===== src/hw/rtl/qepl_pkg.sv =====
`timescale 1ns / 1ps

package qepl_pkg;

  // Tick counter width and the number of ticks that make one detent.
  localparam int unsigned TICK_WIDTH        = 32;
  localparam int unsigned COUNTS_PER_DETENT = 2;

  localparam int unsigned REM_W       = (COUNTS_PER_DETENT > 1) ? $clog2(COUNTS_PER_DETENT) : 1;
  localparam int unsigned POS_W       = 32;
  localparam int unsigned CFG_INDEX_W = 2;
  localparam int unsigned CFG_DATA_W  = 32;

  typedef logic [TICK_WIDTH-1:0] tick_quo_t;
  typedef logic [REM_W-1:0]      tick_rem_t;

  // The tick count is held in sign and magnitude form, with the magnitude
  // kept as a quotient and remainder of the detent size.
  typedef struct packed {
    logic      neg;
    tick_quo_t quo;
    tick_rem_t rem;
  } tick_t;

  localparam tick_quo_t MAG_NEG_MIN = {1'b1, {(TICK_WIDTH-1){1'b0}}};
  localparam tick_quo_t MAG_POS_MAX = {1'b0, {(TICK_WIDTH-1){1'b1}}};

  localparam tick_quo_t QUO_NEG_MIN = tick_quo_t'(MAG_NEG_MIN / COUNTS_PER_DETENT);
  localparam tick_rem_t REM_NEG_MIN = tick_rem_t'(MAG_NEG_MIN % COUNTS_PER_DETENT);
  localparam tick_quo_t QUO_POS_MAX = tick_quo_t'(MAG_POS_MAX / COUNTS_PER_DETENT);
  localparam tick_rem_t REM_POS_MAX = tick_rem_t'(MAG_POS_MAX % COUNTS_PER_DETENT);
  localparam tick_quo_t QUO_ONE     = tick_quo_t'(1 / COUNTS_PER_DETENT);
  localparam tick_rem_t REM_ONE     = tick_rem_t'(1 % COUNTS_PER_DETENT);
  localparam tick_rem_t REM_LAST    = tick_rem_t'(COUNTS_PER_DETENT - 1);

  localparam tick_t TICK_ZERO = '{neg: 1'b0, quo: '0, rem: '0};

  typedef enum logic [1:0] {
    CMD_SAMPLE = 2'd0,
    CMD_READ   = 2'd1,
    CMD_CLEAR  = 2'd2,
    CMD_START  = 2'd3
  } cmd_t;

  typedef enum logic [1:0] {
    ALARM_OK   = 2'd0,
    ALARM_LOW  = 2'd1,
    ALARM_HIGH = 2'd2
  } alarm_t;

  typedef enum logic [CFG_INDEX_W-1:0] {
    REG_REVERSE    = 2'd0,
    REG_LOW_LIMIT  = 2'd1,
    REG_HIGH_LIMIT = 2'd2
  } reg_index_t;

  typedef enum logic [1:0] {
    STEP_HOLD = 2'd0,
    STEP_UP   = 2'd1,
    STEP_DOWN = 2'd2
  } step_t;

  // Indexed by previous state times four plus current state (A in bit 1).
  localparam step_t STEP_TABLE [16] = '{
    STEP_HOLD, STEP_DOWN, STEP_UP,   STEP_HOLD,
    STEP_UP,   STEP_HOLD, STEP_HOLD, STEP_DOWN,
    STEP_DOWN, STEP_HOLD, STEP_HOLD, STEP_UP,
    STEP_HOLD, STEP_UP,   STEP_DOWN, STEP_HOLD
  };

  function automatic step_t step_lookup(input logic [1:0] prev_ab, input logic [1:0] curr_ab);
    return STEP_TABLE[{prev_ab, curr_ab}];
  endfunction

endpackage


===== src/hw/rtl/qepl_in_if.sv =====
`timescale 1ns / 1ps

interface qepl_in_if import qepl_pkg::*; ();
  logic valid;
  logic ready;
  cmd_t cmd;
  logic level_a;
  logic level_b;

  modport source (output valid, output cmd, output level_a, output level_b, input ready);
  modport sink   (input valid, input cmd, input level_a, input level_b, output ready);
endinterface


===== src/hw/rtl/qepl_out_if.sv =====
`timescale 1ns / 1ps

interface qepl_out_if import qepl_pkg::*; ();
  logic                    valid;
  logic                    ready;
  logic signed [POS_W-1:0] position;
  alarm_t                  alarm;

  modport source (output valid, output position, output alarm, input ready);
  modport sink   (input valid, input position, input alarm, output ready);
endinterface


===== src/hw/rtl/qepl_cfg_if.sv =====
`timescale 1ns / 1ps

interface qepl_cfg_if import qepl_pkg::*; ();
  logic                  valid;
  logic                  ready;
  reg_index_t            index;
  logic [CFG_DATA_W-1:0] data;

  modport source (output valid, output index, output data, input ready);
  modport sink   (input valid, input index, input data, output ready);
endinterface


===== src/hw/rtl/quadrature_encoder_position_limits.sv =====
`timescale 1ns / 1ps
// Each read item gives one result. Throughput: one item per cycle while the
// input is ready (until both stages are full); sample, clear and start items
// update the tick counter at the edge that accepts them and give no result.
// Two result stages (position, then alarm and output) decouple the sides.
// Reset (rst_n low, synchronous) zeroes ticks and last state, empties both
// stages and restores reverse off, low limit minimum and high limit maximum.

module quadrature_encoder_position_limits import qepl_pkg::*; (
  input  logic       clk,
  input  logic       rst_n,
  qepl_in_if.sink    in_ch,
  qepl_out_if.source out_ch,
  qepl_cfg_if.sink   cfg_ch
);

  // Configuration registers.
  logic                    reverse_r;
  logic signed [POS_W-1:0] low_limit_r;
  logic signed [POS_W-1:0] high_limit_r;

  // Decoder state.
  tick_t      tick_r,    tick_nxt;
  logic [1:0] last_ab_r, last_ab_nxt;
  logic [1:0] curr_ab;

  // Position stage and output stage.
  logic                    pos_valid_r, pos_valid_nxt;
  logic signed [POS_W-1:0] pos_r;
  logic signed [POS_W-1:0] pos_calc;
  logic                    out_valid_r, out_valid_nxt;
  logic signed [POS_W-1:0] out_position_r;
  alarm_t                  out_alarm_r;
  alarm_t                  alarm_calc;

  logic out_stage_ready;
  logic pos_stage_ready;
  logic in_fire;
  logic read_fire;

  // Detent conversion.
  logic [63:0]      quo_wide;
  logic             out_neg;
  logic [POS_W-1:0] mag_sat;

  // ---------------------------------------------------------------------
  // Handshake. Each stage takes a new item when it is empty or when the
  // stage after it is moving, so a waiting result holds the input back
  // only once both stages are full.
  // ---------------------------------------------------------------------
  assign out_stage_ready = !out_valid_r || out_ch.ready;
  assign pos_stage_ready = !pos_valid_r || out_stage_ready;
  assign in_ch.ready     = pos_stage_ready;
  assign in_fire         = in_ch.valid && in_ch.ready;
  assign read_fire       = in_fire && (in_ch.cmd == CMD_READ);

  assign cfg_ch.ready    = 1'b1;

  assign out_ch.valid    = out_valid_r;
  assign out_ch.position = out_position_r;
  assign out_ch.alarm    = out_alarm_r;

  // ---------------------------------------------------------------------
  // Tick counter arithmetic. The magnitude moves by one through the
  // remainder, carrying into the quotient, so the detent count is always
  // on hand without a divider. The two wrap points of the two's complement
  // counter (maximum to minimum and back) and the zero crossing flip the
  // sign with constant magnitudes worked out at elaboration.
  // ---------------------------------------------------------------------
  function automatic tick_t mag_up(input tick_t t);
    tick_t r;
    r = t;
    if (t.rem == REM_LAST) begin
      r.quo = t.quo + 1'b1;
      r.rem = '0;
    end else begin
      r.rem = t.rem + 1'b1;
    end
    return r;
  endfunction

  function automatic tick_t mag_down(input tick_t t);
    tick_t r;
    r = t;
    if (t.rem == '0) begin
      r.quo = t.quo - 1'b1;
      r.rem = REM_LAST;
    end else begin
      r.rem = t.rem - 1'b1;
    end
    return r;
  endfunction

  function automatic tick_t tick_up(input tick_t t);
    tick_t r;
    if (!t.neg) begin
      if (t.quo == QUO_POS_MAX && t.rem == REM_POS_MAX) begin
        r = '{neg: 1'b1, quo: QUO_NEG_MIN, rem: REM_NEG_MIN};
      end else begin
        r = mag_up(t);
      end
    end else begin
      if (t.quo == QUO_ONE && t.rem == REM_ONE) begin
        r = TICK_ZERO;
      end else begin
        r = mag_down(t);
      end
    end
    return r;
  endfunction

  function automatic tick_t tick_down(input tick_t t);
    tick_t r;
    if (!t.neg) begin
      if (t.quo == '0 && t.rem == '0) begin
        r = '{neg: 1'b1, quo: QUO_ONE, rem: REM_ONE};
      end else begin
        r = mag_down(t);
      end
    end else begin
      if (t.quo == QUO_NEG_MIN && t.rem == REM_NEG_MIN) begin
        r = '{neg: 1'b0, quo: QUO_POS_MAX, rem: REM_POS_MAX};
      end else begin
        r = mag_up(t);
      end
    end
    return r;
  endfunction

  // ---------------------------------------------------------------------
  // Command decode and state update.
  // ---------------------------------------------------------------------
  assign curr_ab = {in_ch.level_a, in_ch.level_b};

  always_comb begin
    tick_nxt    = tick_r;
    last_ab_nxt = last_ab_r;
    if (in_fire) begin
      unique case (in_ch.cmd)
        CMD_SAMPLE: begin
          last_ab_nxt = curr_ab;
          unique case (step_lookup(last_ab_r, curr_ab))
            STEP_UP:   tick_nxt = tick_up(tick_r);
            STEP_DOWN: tick_nxt = tick_down(tick_r);
            default:   tick_nxt = tick_r;
          endcase
        end
        CMD_READ: begin
          tick_nxt = tick_r;
        end
        CMD_CLEAR: begin
          tick_nxt = TICK_ZERO;
        end
        CMD_START: begin
          last_ab_nxt = curr_ab;
          tick_nxt    = TICK_ZERO;
        end
        default: begin
          tick_nxt = tick_r;
        end
      endcase
    end
  end

  // ---------------------------------------------------------------------
  // Position: the quotient is the truncated detent count; saturate it to
  // the 32-bit signed range on the side the direction gives, then apply
  // the sign. A zero quotient reads as zero whatever the sign.
  // ---------------------------------------------------------------------
  assign quo_wide = 64'(tick_r.quo);
  assign out_neg  = tick_r.neg ^ reverse_r;

  always_comb begin
    if (out_neg) begin
      mag_sat  = (quo_wide > 64'h0000_0000_8000_0000) ? 32'h8000_0000 : quo_wide[POS_W-1:0];
      pos_calc = POS_W'(32'd0 - mag_sat);
    end else begin
      mag_sat  = (quo_wide > 64'h0000_0000_7FFF_FFFF) ? 32'h7FFF_FFFF : quo_wide[POS_W-1:0];
      pos_calc = mag_sat;
    end
  end

  // The low test wins when both limits apply.
  always_comb begin
    priority if (pos_r < low_limit_r) begin
      alarm_calc = ALARM_LOW;
    end else if (pos_r > high_limit_r) begin
      alarm_calc = ALARM_HIGH;
    end else begin
      alarm_calc = ALARM_OK;
    end
  end

  always_comb begin
    pos_valid_nxt = pos_valid_r;
    out_valid_nxt = out_valid_r;
    if (pos_stage_ready) begin
      pos_valid_nxt = read_fire;
    end
    if (out_stage_ready) begin
      out_valid_nxt = pos_valid_r;
    end
  end

  // ---------------------------------------------------------------------
  // Registers.
  // ---------------------------------------------------------------------
  always_ff @(posedge clk) begin
    if (!rst_n) begin
      reverse_r    <= 1'b0;
      low_limit_r  <= {1'b1, {(POS_W-1){1'b0}}};
      high_limit_r <= {1'b0, {(POS_W-1){1'b1}}};
      tick_r       <= TICK_ZERO;
      last_ab_r    <= 2'b00;
      pos_valid_r  <= 1'b0;
      out_valid_r  <= 1'b0;
    end else begin
      tick_r      <= tick_nxt;
      last_ab_r   <= last_ab_nxt;
      pos_valid_r <= pos_valid_nxt;
      out_valid_r <= out_valid_nxt;
      if (cfg_ch.valid && cfg_ch.ready) begin
        unique case (cfg_ch.index)
          REG_REVERSE:    reverse_r    <= cfg_ch.data[0];
          REG_LOW_LIMIT:  low_limit_r  <= cfg_ch.data[POS_W-1:0];
          REG_HIGH_LIMIT: high_limit_r <= cfg_ch.data[POS_W-1:0];
          default: begin
          end
        endcase
      end
    end
  end

  always_ff @(posedge clk) begin
    if (pos_stage_ready && read_fire) begin
      pos_r <= pos_calc;
    end
    if (out_stage_ready && pos_valid_r) begin
      out_position_r <= pos_r;
      out_alarm_r    <= alarm_calc;
    end
  end

endmodule


===== src/flat_wrapper.sv =====
// flat-port wrapper written by rule: the top's interface ports become plain ports
module quadrature_encoder_position_limits_flat import qepl_pkg::*;
  (clk, rst_n, in_ch_valid, in_ch_cmd, in_ch_level_a, in_ch_level_b, in_ch_ready, out_ch_valid, out_ch_position, out_ch_alarm, out_ch_ready, cfg_ch_valid, cfg_ch_index, cfg_ch_data, cfg_ch_ready);
  qepl_in_if in_ch_i ();
  qepl_out_if out_ch_i ();
  qepl_cfg_if cfg_ch_i ();
  input  logic clk;
  input  logic rst_n;
  input wire logic [$bits(in_ch_i.valid)-1:0] in_ch_valid;
  input wire logic [$bits(in_ch_i.cmd)-1:0] in_ch_cmd;
  input wire logic [$bits(in_ch_i.level_a)-1:0] in_ch_level_a;
  input wire logic [$bits(in_ch_i.level_b)-1:0] in_ch_level_b;
  output wire logic [$bits(in_ch_i.ready)-1:0] in_ch_ready;
  output wire logic [$bits(out_ch_i.valid)-1:0] out_ch_valid;
  output wire logic [$bits(out_ch_i.position)-1:0] out_ch_position;
  output wire logic [$bits(out_ch_i.alarm)-1:0] out_ch_alarm;
  input wire logic [$bits(out_ch_i.ready)-1:0] out_ch_ready;
  input wire logic [$bits(cfg_ch_i.valid)-1:0] cfg_ch_valid;
  input wire logic [$bits(cfg_ch_i.index)-1:0] cfg_ch_index;
  input wire logic [$bits(cfg_ch_i.data)-1:0] cfg_ch_data;
  output wire logic [$bits(cfg_ch_i.ready)-1:0] cfg_ch_ready;
  assign in_ch_i.valid = in_ch_valid;
  assign in_ch_i.cmd = in_ch_cmd;
  assign in_ch_i.level_a = in_ch_level_a;
  assign in_ch_i.level_b = in_ch_level_b;
  assign in_ch_ready = in_ch_i.ready;
  assign out_ch_valid = out_ch_i.valid;
  assign out_ch_position = out_ch_i.position;
  assign out_ch_alarm = out_ch_i.alarm;
  assign out_ch_i.ready = out_ch_ready;
  assign cfg_ch_i.valid = cfg_ch_valid;
  assign cfg_ch_i.index = cfg_ch_index;
  assign cfg_ch_i.data = cfg_ch_data;
  assign cfg_ch_ready = cfg_ch_i.ready;
  quadrature_encoder_position_limits u_core (.clk(clk), .rst_n(rst_n), .in_ch(in_ch_i), .out_ch(out_ch_i), .cfg_ch(cfg_ch_i));
endmodule

===== config.mk =====
export PLATFORM = sky130hd
export DESIGN_NAME = quadrature_encoder_position_limits_flat
export DESIGN_NICKNAME = d
export VERILOG_FILES = /design/src/hw/rtl/qepl_pkg.sv /design/src/hw/rtl/qepl_in_if.sv /design/src/hw/rtl/qepl_out_if.sv /design/src/hw/rtl/qepl_cfg_if.sv /design/src/hw/rtl/quadrature_encoder_position_limits.sv /design/src/flat_wrapper.sv
export SDC_FILE = /design/constraint.sdc
export NUM_CORES = 1
export LEC_CHECK = 0
export ABC_CLOCK_PERIOD_IN_PS = 4900
export BUFFER_PORTS_ARGS = -buffer_cell sky130_fd_sc_hd__buf_4
export CORE_UTILIZATION = 55
export CTS_BUF_LIST = sky130_fd_sc_hd__clkbuf_8
export DETAILED_ROUTE_END_ITERATION = 12
export PLACE_DENSITY_LB_ADDON = 0.1
export SLEW_MARGIN = 40
export SYNTH_ARGS = -nofsm -noshare
export SYNTH_HDL_FRONTEND = slang
export SYNTH_SLANG_ARGS = --single-unit

===== constraint.sdc =====
create_clock -name clk -period 4.9 [get_ports clk]
set_clock_uncertainty 0.2 [all_clocks]
set_input_delay 0.245 -clock clk [delete_from_list [all_inputs] [get_ports clk]]
set_output_delay 0.245 -clock clk [all_outputs]
set_load 0.02 [all_outputs]

Yosys cells after proc, flatten, opt, wreduce, memory -nomap -nowiden --
Memory sizes are Yosys's and may differ from the RTL's. Index checks and enable logic that the tools add are counted.
Word-level totals: bits in read-only memories 32, input port bits 43, memories kept 1, register bits after elaboration 169
Memories:
- (name not given) | words 16, width 2, rd ports 1, clocked after memory_dff 0, wr ports 0, line qepl_pkg.sv:72 | return STEP_TABLE[{prev_ab, curr_ab}];
Operators by class: add/subtract/negate cells 5, eq/ne operators 10, bitwise operators 4, $lt $le $gt $ge 5, mux-type cells 18, reduce and logical (&&, ||, !) cells 22
Operators with widths (count):
- $mux 34 | 6
- $mux 32 | 5
- $pmux 34 s2 | 2
- $add 32x1->32 const B | 1
- $eq 32x30->1 const B | 1
- $eq 32x31->1 const B | 1
- $gt 32x31->1 const B | 1
- $gt 32x32->1 | 1
- $gt 32x32->1 const B | 1
- $logic_not 32->1 | 1
- $lt 32x32->1 | 1
- $sub 1x32->32 const A | 1
- $sub 32x1->32 const B | 1
- $eq 2x2->1 const B | 4
- $logic_and 1x1->1 | 8
- $reduce_and 2->1 | 4
- $eq 2x1->1 const B | 3
- $mux 2 | 3
- $ge 5x5->1 const B | 1
- $not 4->5 | 1
- $logic_not 2->1 | 2
- $reduce_or 2->1 | 2
- $ne 3x3->1 const B | 1
- $reduce_and 3->1 | 1
- other kinds (7) | 11

Depth between registers and ports, before layout --
depth after elaboration 7, depth in mapped cells 16, depth with buffers taken out 13

Worst setup path after synthesis --
Ideal clock, no wire load.
path type flip-flop to flip-flop, start register u_core.tick_r (netlist bit u_core.quo_wide[13]), end register u_core.pos_r[28], data pin, stages on the path, launching flop included 15, setup slack 1.157 ns, data required time 4.425 ns, setup time 0.275 ns, arrival 3.268 ns, path through dfxtp_1 -> buf_2 -> nor4_1 -> nand3_1 -> or3_1 -> o21ai_2 -> buf_2 -> nand2_1 -> ha_1 -> clkbuf_1 -> o21ai_0 -> nor2_1 -> a311o_1 -> o21ai_0 -> a22oi_1
Between the ends: longest elaborated chain between the ends 4, elaborated cells on any way between the ends 6
Ends and longest elaborated chain:
- start, declared | line quadrature_encoder_position_limits.sv:23 | tick_t tick_r, tick_nxt;
- start signal, assigned | line quadrature_encoder_position_limits.sv:218 | tick_r <= tick_nxt;
- $gt 32x32->1 | line quadrature_encoder_position_limits.sv:175 | mag_sat = (quo_wide > 64'h0000_0000_8000_0000) ? 32'h8000_0000 : quo_wide[POS_W-1:0];
- $mux 32 | line quadrature_encoder_position_limits.sv:175
- $sub 1x32->32 | line quadrature_encoder_position_limits.sv:176 | pos_calc = POS_W'(32'd0 - mag_sat);
- $mux 32 * | line quadrature_encoder_position_limits.sv:174 | if (out_neg) begin
- named net u_core.pos_calc[28] | line quadrature_encoder_position_limits.sv:30 | logic signed [POS_W-1:0] pos_calc;
- end signal, assigned | line quadrature_encoder_position_limits.sv:236 | pos_r <= pos_calc;
- end, declared | line quadrature_encoder_position_limits.sv:29 | logic signed [POS_W-1:0] pos_r;
The timed path passes the listed nets; every way through them passes the cells marked *. A chain may end at the register's enable or synchronous reset.

Worst setup path in the final report --
start register u_core.tick_r (netlist bit u_core.quo_wide[24]), end register u_core.pos_r[28], data pin
Same word-level chain as after synthesis.

==> run summary <==
first-pass GRT wire length -> 49.6 mm
die width -> 143 um
max-cap violations -> 0
die height -> 143 um
initial core utilization -> 0.562
Final Cycle Share -> 0.856
Worst Tran Pin Value -> 0.885 ns
DR pass1 iterations -> 5
Synth cell types -> 74
GP Congestion -> 0.955
H-tree depth -> 4
total congestion overflow -> 0
CP startpoint kind -> register
clock latency at the later pin of the worst-skew pair -> 0.49 ns
CTS Root Cell -> clkbuf_8
final setup TNS -> 0 ns
Vias/cell -> 6.22
Die ar. -> 0.0205 mm^2
IO Port Bufs -> 78
fillcell total -> 1696
clk buf depth -> 2
fraction of layout cells with a size suffix above 1 -> 0.126
Num Clock Sinks -> 169
drt initial violations -> 815
num rows -> 51
slowest stage delay, CP -> 0.66 ns
synthesized net count -> 1401
critical path class -> reg2reg
DR WL/cell -> 19.2 um
total chip power -> 0.00373 W
Leak -> 4.91 nW
fmax -> 0.238 GHz
final setup fails -> 0
stages on the worst setup path -> 11
drt total wl -> 31.1 mm
CP cell instances -> nor4_1 > nand3_1 > or3_1 > o21ai_2 > nand2_1 > ha_1 > o21ai_1 > nor2_1 > a311o_1 > o21ai_0 > a22oi_1
commonest register cell after synthesis -> dfxtp_1
CTS tree -> yes
relative slew slack -> 0.407
Hold Violations, Final -> 0
post-synth top area cell -> dfxtp_1
Critical Path Sink Type -> register
RSZ-0062 raised after global routing -> false
Setup Buffers After CTS -> 0
Remaining DRCs -> 0
area delta synth->final -> 14.3%
initial antenna violation count -> 0
r2r worst-path depth -> 11
multi-input logic area -> 0.00626 mm^2
Avg Inst Size Synth -> 8.52 um^2
class of the worst hold path -> in2reg
crit-path max FO -> 17
Slowest cell on crit path -> nor4_1
RR Endpoint -> u_core.pos_r[28]
storage element area -> 0.00404 mm^2
Final Non-Filler Cells -> 1623
outcome -> completed
r2r setup slk -> 0.71 ns
largest net degree at the start of global routing -> 75
Critical Path AT -> 4.20 ns
R2R Path Start -> u_core.quo_wide[24]
Global Route Usage Sum -> 0.311
# IOs -> 80
EDFF count, synth -> 66
number of global-route vias before repair -> 9624
CTS Buf Count -> 17
worst hold path cell count -> 4
startpoint of the worst hold path -> cfg_ch_valid
Yosys warning total -> 0
Worst Path Required -> 4.90 ns
Mapped Area -> 0.0110 mm^2
PostCTS Resize Cnt -> 0
max-slew violations -> 0
Synth top area share -> 0.188
sequential fraction of the synthesis area -> 0.369
ant diodes -> 0
clock transition at the registers of the reported paths -> 0.12 ns
Core Box Area -> 0.0195 mm^2
synth top area cells -> dfxtp_1 (19%), edfxtp_1 (18%), ha_1 (8.1%), nand2_1 (5.7%), xnor2_1 (3.1%)
post-DP HPWL -> 21.1 mm
Worst Hold End -> u_core.high_limit_r[0]
Peak VDD IR -> 185 uV
CP top delay family -> simple AND/OR/NAND/NOR gates
P per Cell Area -> 298 mW/mm^2
vias after detailed routing -> 10100
asr flop ratio synth -> 0
placed cells -> 1552
CP bufs+invs -> 0
Synth Register Bits -> 169
Gate Count Post-Synth -> 1287
Tmin final -> 4.19 ns
# nets final -> 1459
DRT antenna net count -> 0
==> where the power goes <==
group	switching, W	internal [W]
sequential	0.0000633	0.00152
clock	0.000621	0.000378
combinational	0.000711	0.000439
==> worst max path at each step <==
stage,from,endpoint
after floorplan,u_core.quo_wide[13],u_core.pos_r[28]
after global placement,u_core.quo_wide[24],u_core.pos_r[28]
after detailed placement,u_core.quo_wide[24],u_core.pos_r[28]
after CTS,u_core.quo_wide[24],u_core.pos_r[28]
after global routing,u_core.quo_wide[24],u_core.pos_r[24]
final,u_core.quo_wide[24],u_core.pos_r[28]
==> registers in the layout (all words and copies together), names as in the netlist <==
register                cells
u_core.high_limit_r        32
u_core.low_limit_r         32
u_core.out_ch.position     32
u_core.pos_r               32
u_core.quo_wide            32
u_core.last_ab_r            2
u_core.out_ch.alarm         2
u_core.tick_r               2
u_core.out_ch.valid         1
u_core.pos_valid_r          1
u_core.reverse_r            1
==> layer usage <==
metal  share of wire  track usage  vias up
met5               0            0        -
met4           0.027        0.135        0
met3           0.064       0.0439       71
met2            0.47        0.512      405
met1            0.44        0.407     4780
li1                -            -     4844
==> layout make-up <==
| class | count | area share |
|---|---|---|
| clock inverters | 15 | 0.0121 |
| well taps | 265 | 0.0264 |
| multi-input cells | 932 | 0.499 |
| repair buffers | 146 | 0.0974 |
| inverters | 79 | 0.0237 |
| clock buffers | 17 | 0.0187 |
| flip-flops and latches | 169 | 0.323 |
==> stage by stage <==
stage	utilization	instance area, um^2	hold WS [ns]	setup slack [ns]
3_5_place_dp	0.601	11700	0.260	0.767
5_1_grt	0.642	12500	0.0490	0.319
3_3_place_gp	0.599	11700	0.253	0.841
6_report	0.642	12500	0.0185	0.705
2_1_floorplan	-	11000	0.169	1.16
4_1_cts	0.641	12500	0.00539	0.713
==> worst reg2reg max path: stages (launching register included) <==
cell	delay (ns)
dfxtp_1	0.46
nor4_1	0.66
nand3_1	0.29
or3_1	0.54
o21ai_2	0.19
nand2_1	0.10
ha_1	0.42
o21ai_1	0.39
nor2_1	0.14
a311o_1	0.37
o21ai_0	0.07
a22oi_1	0.09
==> kinds of logic after synthesis <==
| logic type | Yosys count | share of synthesized area |
|---|---|---|
| xor gates and xnor gates | 64 | 0.0511 |
| buffers and inverters | 186 | 0.0687 |
| DFF | 169 | 0.369 |
| adders and majority gates | 71 | 0.0810 |
| muxes | 7 | 0.00650 |
| AOI/OAI and AO/OA | 366 | 0.235 |
| other | 1 | 0.000342 |
| and+or+nand+nor | 423 | 0.189 |
==> cell usage after synthesis, types with 6 or more instances <==
cell,count
xor2_1,25
o221ai_1,21
clkbuf_1,77
a211oi_1,10
nor2_1,70
a31oi_1,12
and4_1,7
edfxtp_1,66
o21a_1,7
o22ai_1,7
xnor2_1,39
inv_1,76
nand3_1,37
o21ai_0,61
nor4_1,18
or4_1,8
or3_1,12
nand2b_1,6
nor2b_1,10
ha_1,71
a221oi_1,16
a21o_1,17
mux2i_1,6
a22oi_1,10
buf_1,10
a21boi_0,33
and2_1,6
nand2_1,167
a32o_1,13
nand4_1,21
and3_1,8
nor3_1,29
a21oi_1,63
dfxtp_1,103
o311ai_0,10
o31ai_1,10
o211ai_1,35
o22a_1,6
buf_2,14
==> what timing repair did <==
action,CTS,global route
hold buffers,39,0
endpoints found under the setup margin,0,0
hold endpoints to repair,69,0
==> cell usage in the layout, fill, tap and decap left out, types with 7 or more instances in the layout <==
cell type	netlist	routed
clkbuf_8	0	17
a221oi_1	16	16
or3_1	12	12
inv_1	76	76
a32o_1	13	13
and3_1	8	8
ha_1	71	71
a22oi_1	10	10
buf_4	2	105
o211ai_1	35	35
nand3_1	37	37
nor2b_1	10	7
o221ai_1	21	21
and4_1	7	7
a31oi_1	12	11
or4_1	8	8
a21boi_0	33	33
o21a_1	7	7
o311ai_0	10	10
nor4_1	18	18
nor3_1	29	29
a211oi_1	10	9
xor2_1	25	24
nand2_1	167	167
a21o_1	17	17
nor2_1	70	70
o21ai_0	61	60
nand4_1	21	21
o22ai_1	7	7
dfxtp_1	103	103
xnor2_1	39	38
a21oi_1	63	62
o31ai_1	10	9
edfxtp_1	66	66
dlygate4sd3_1	0	39
No activity file was read; power rests on OpenSTA's default activity.
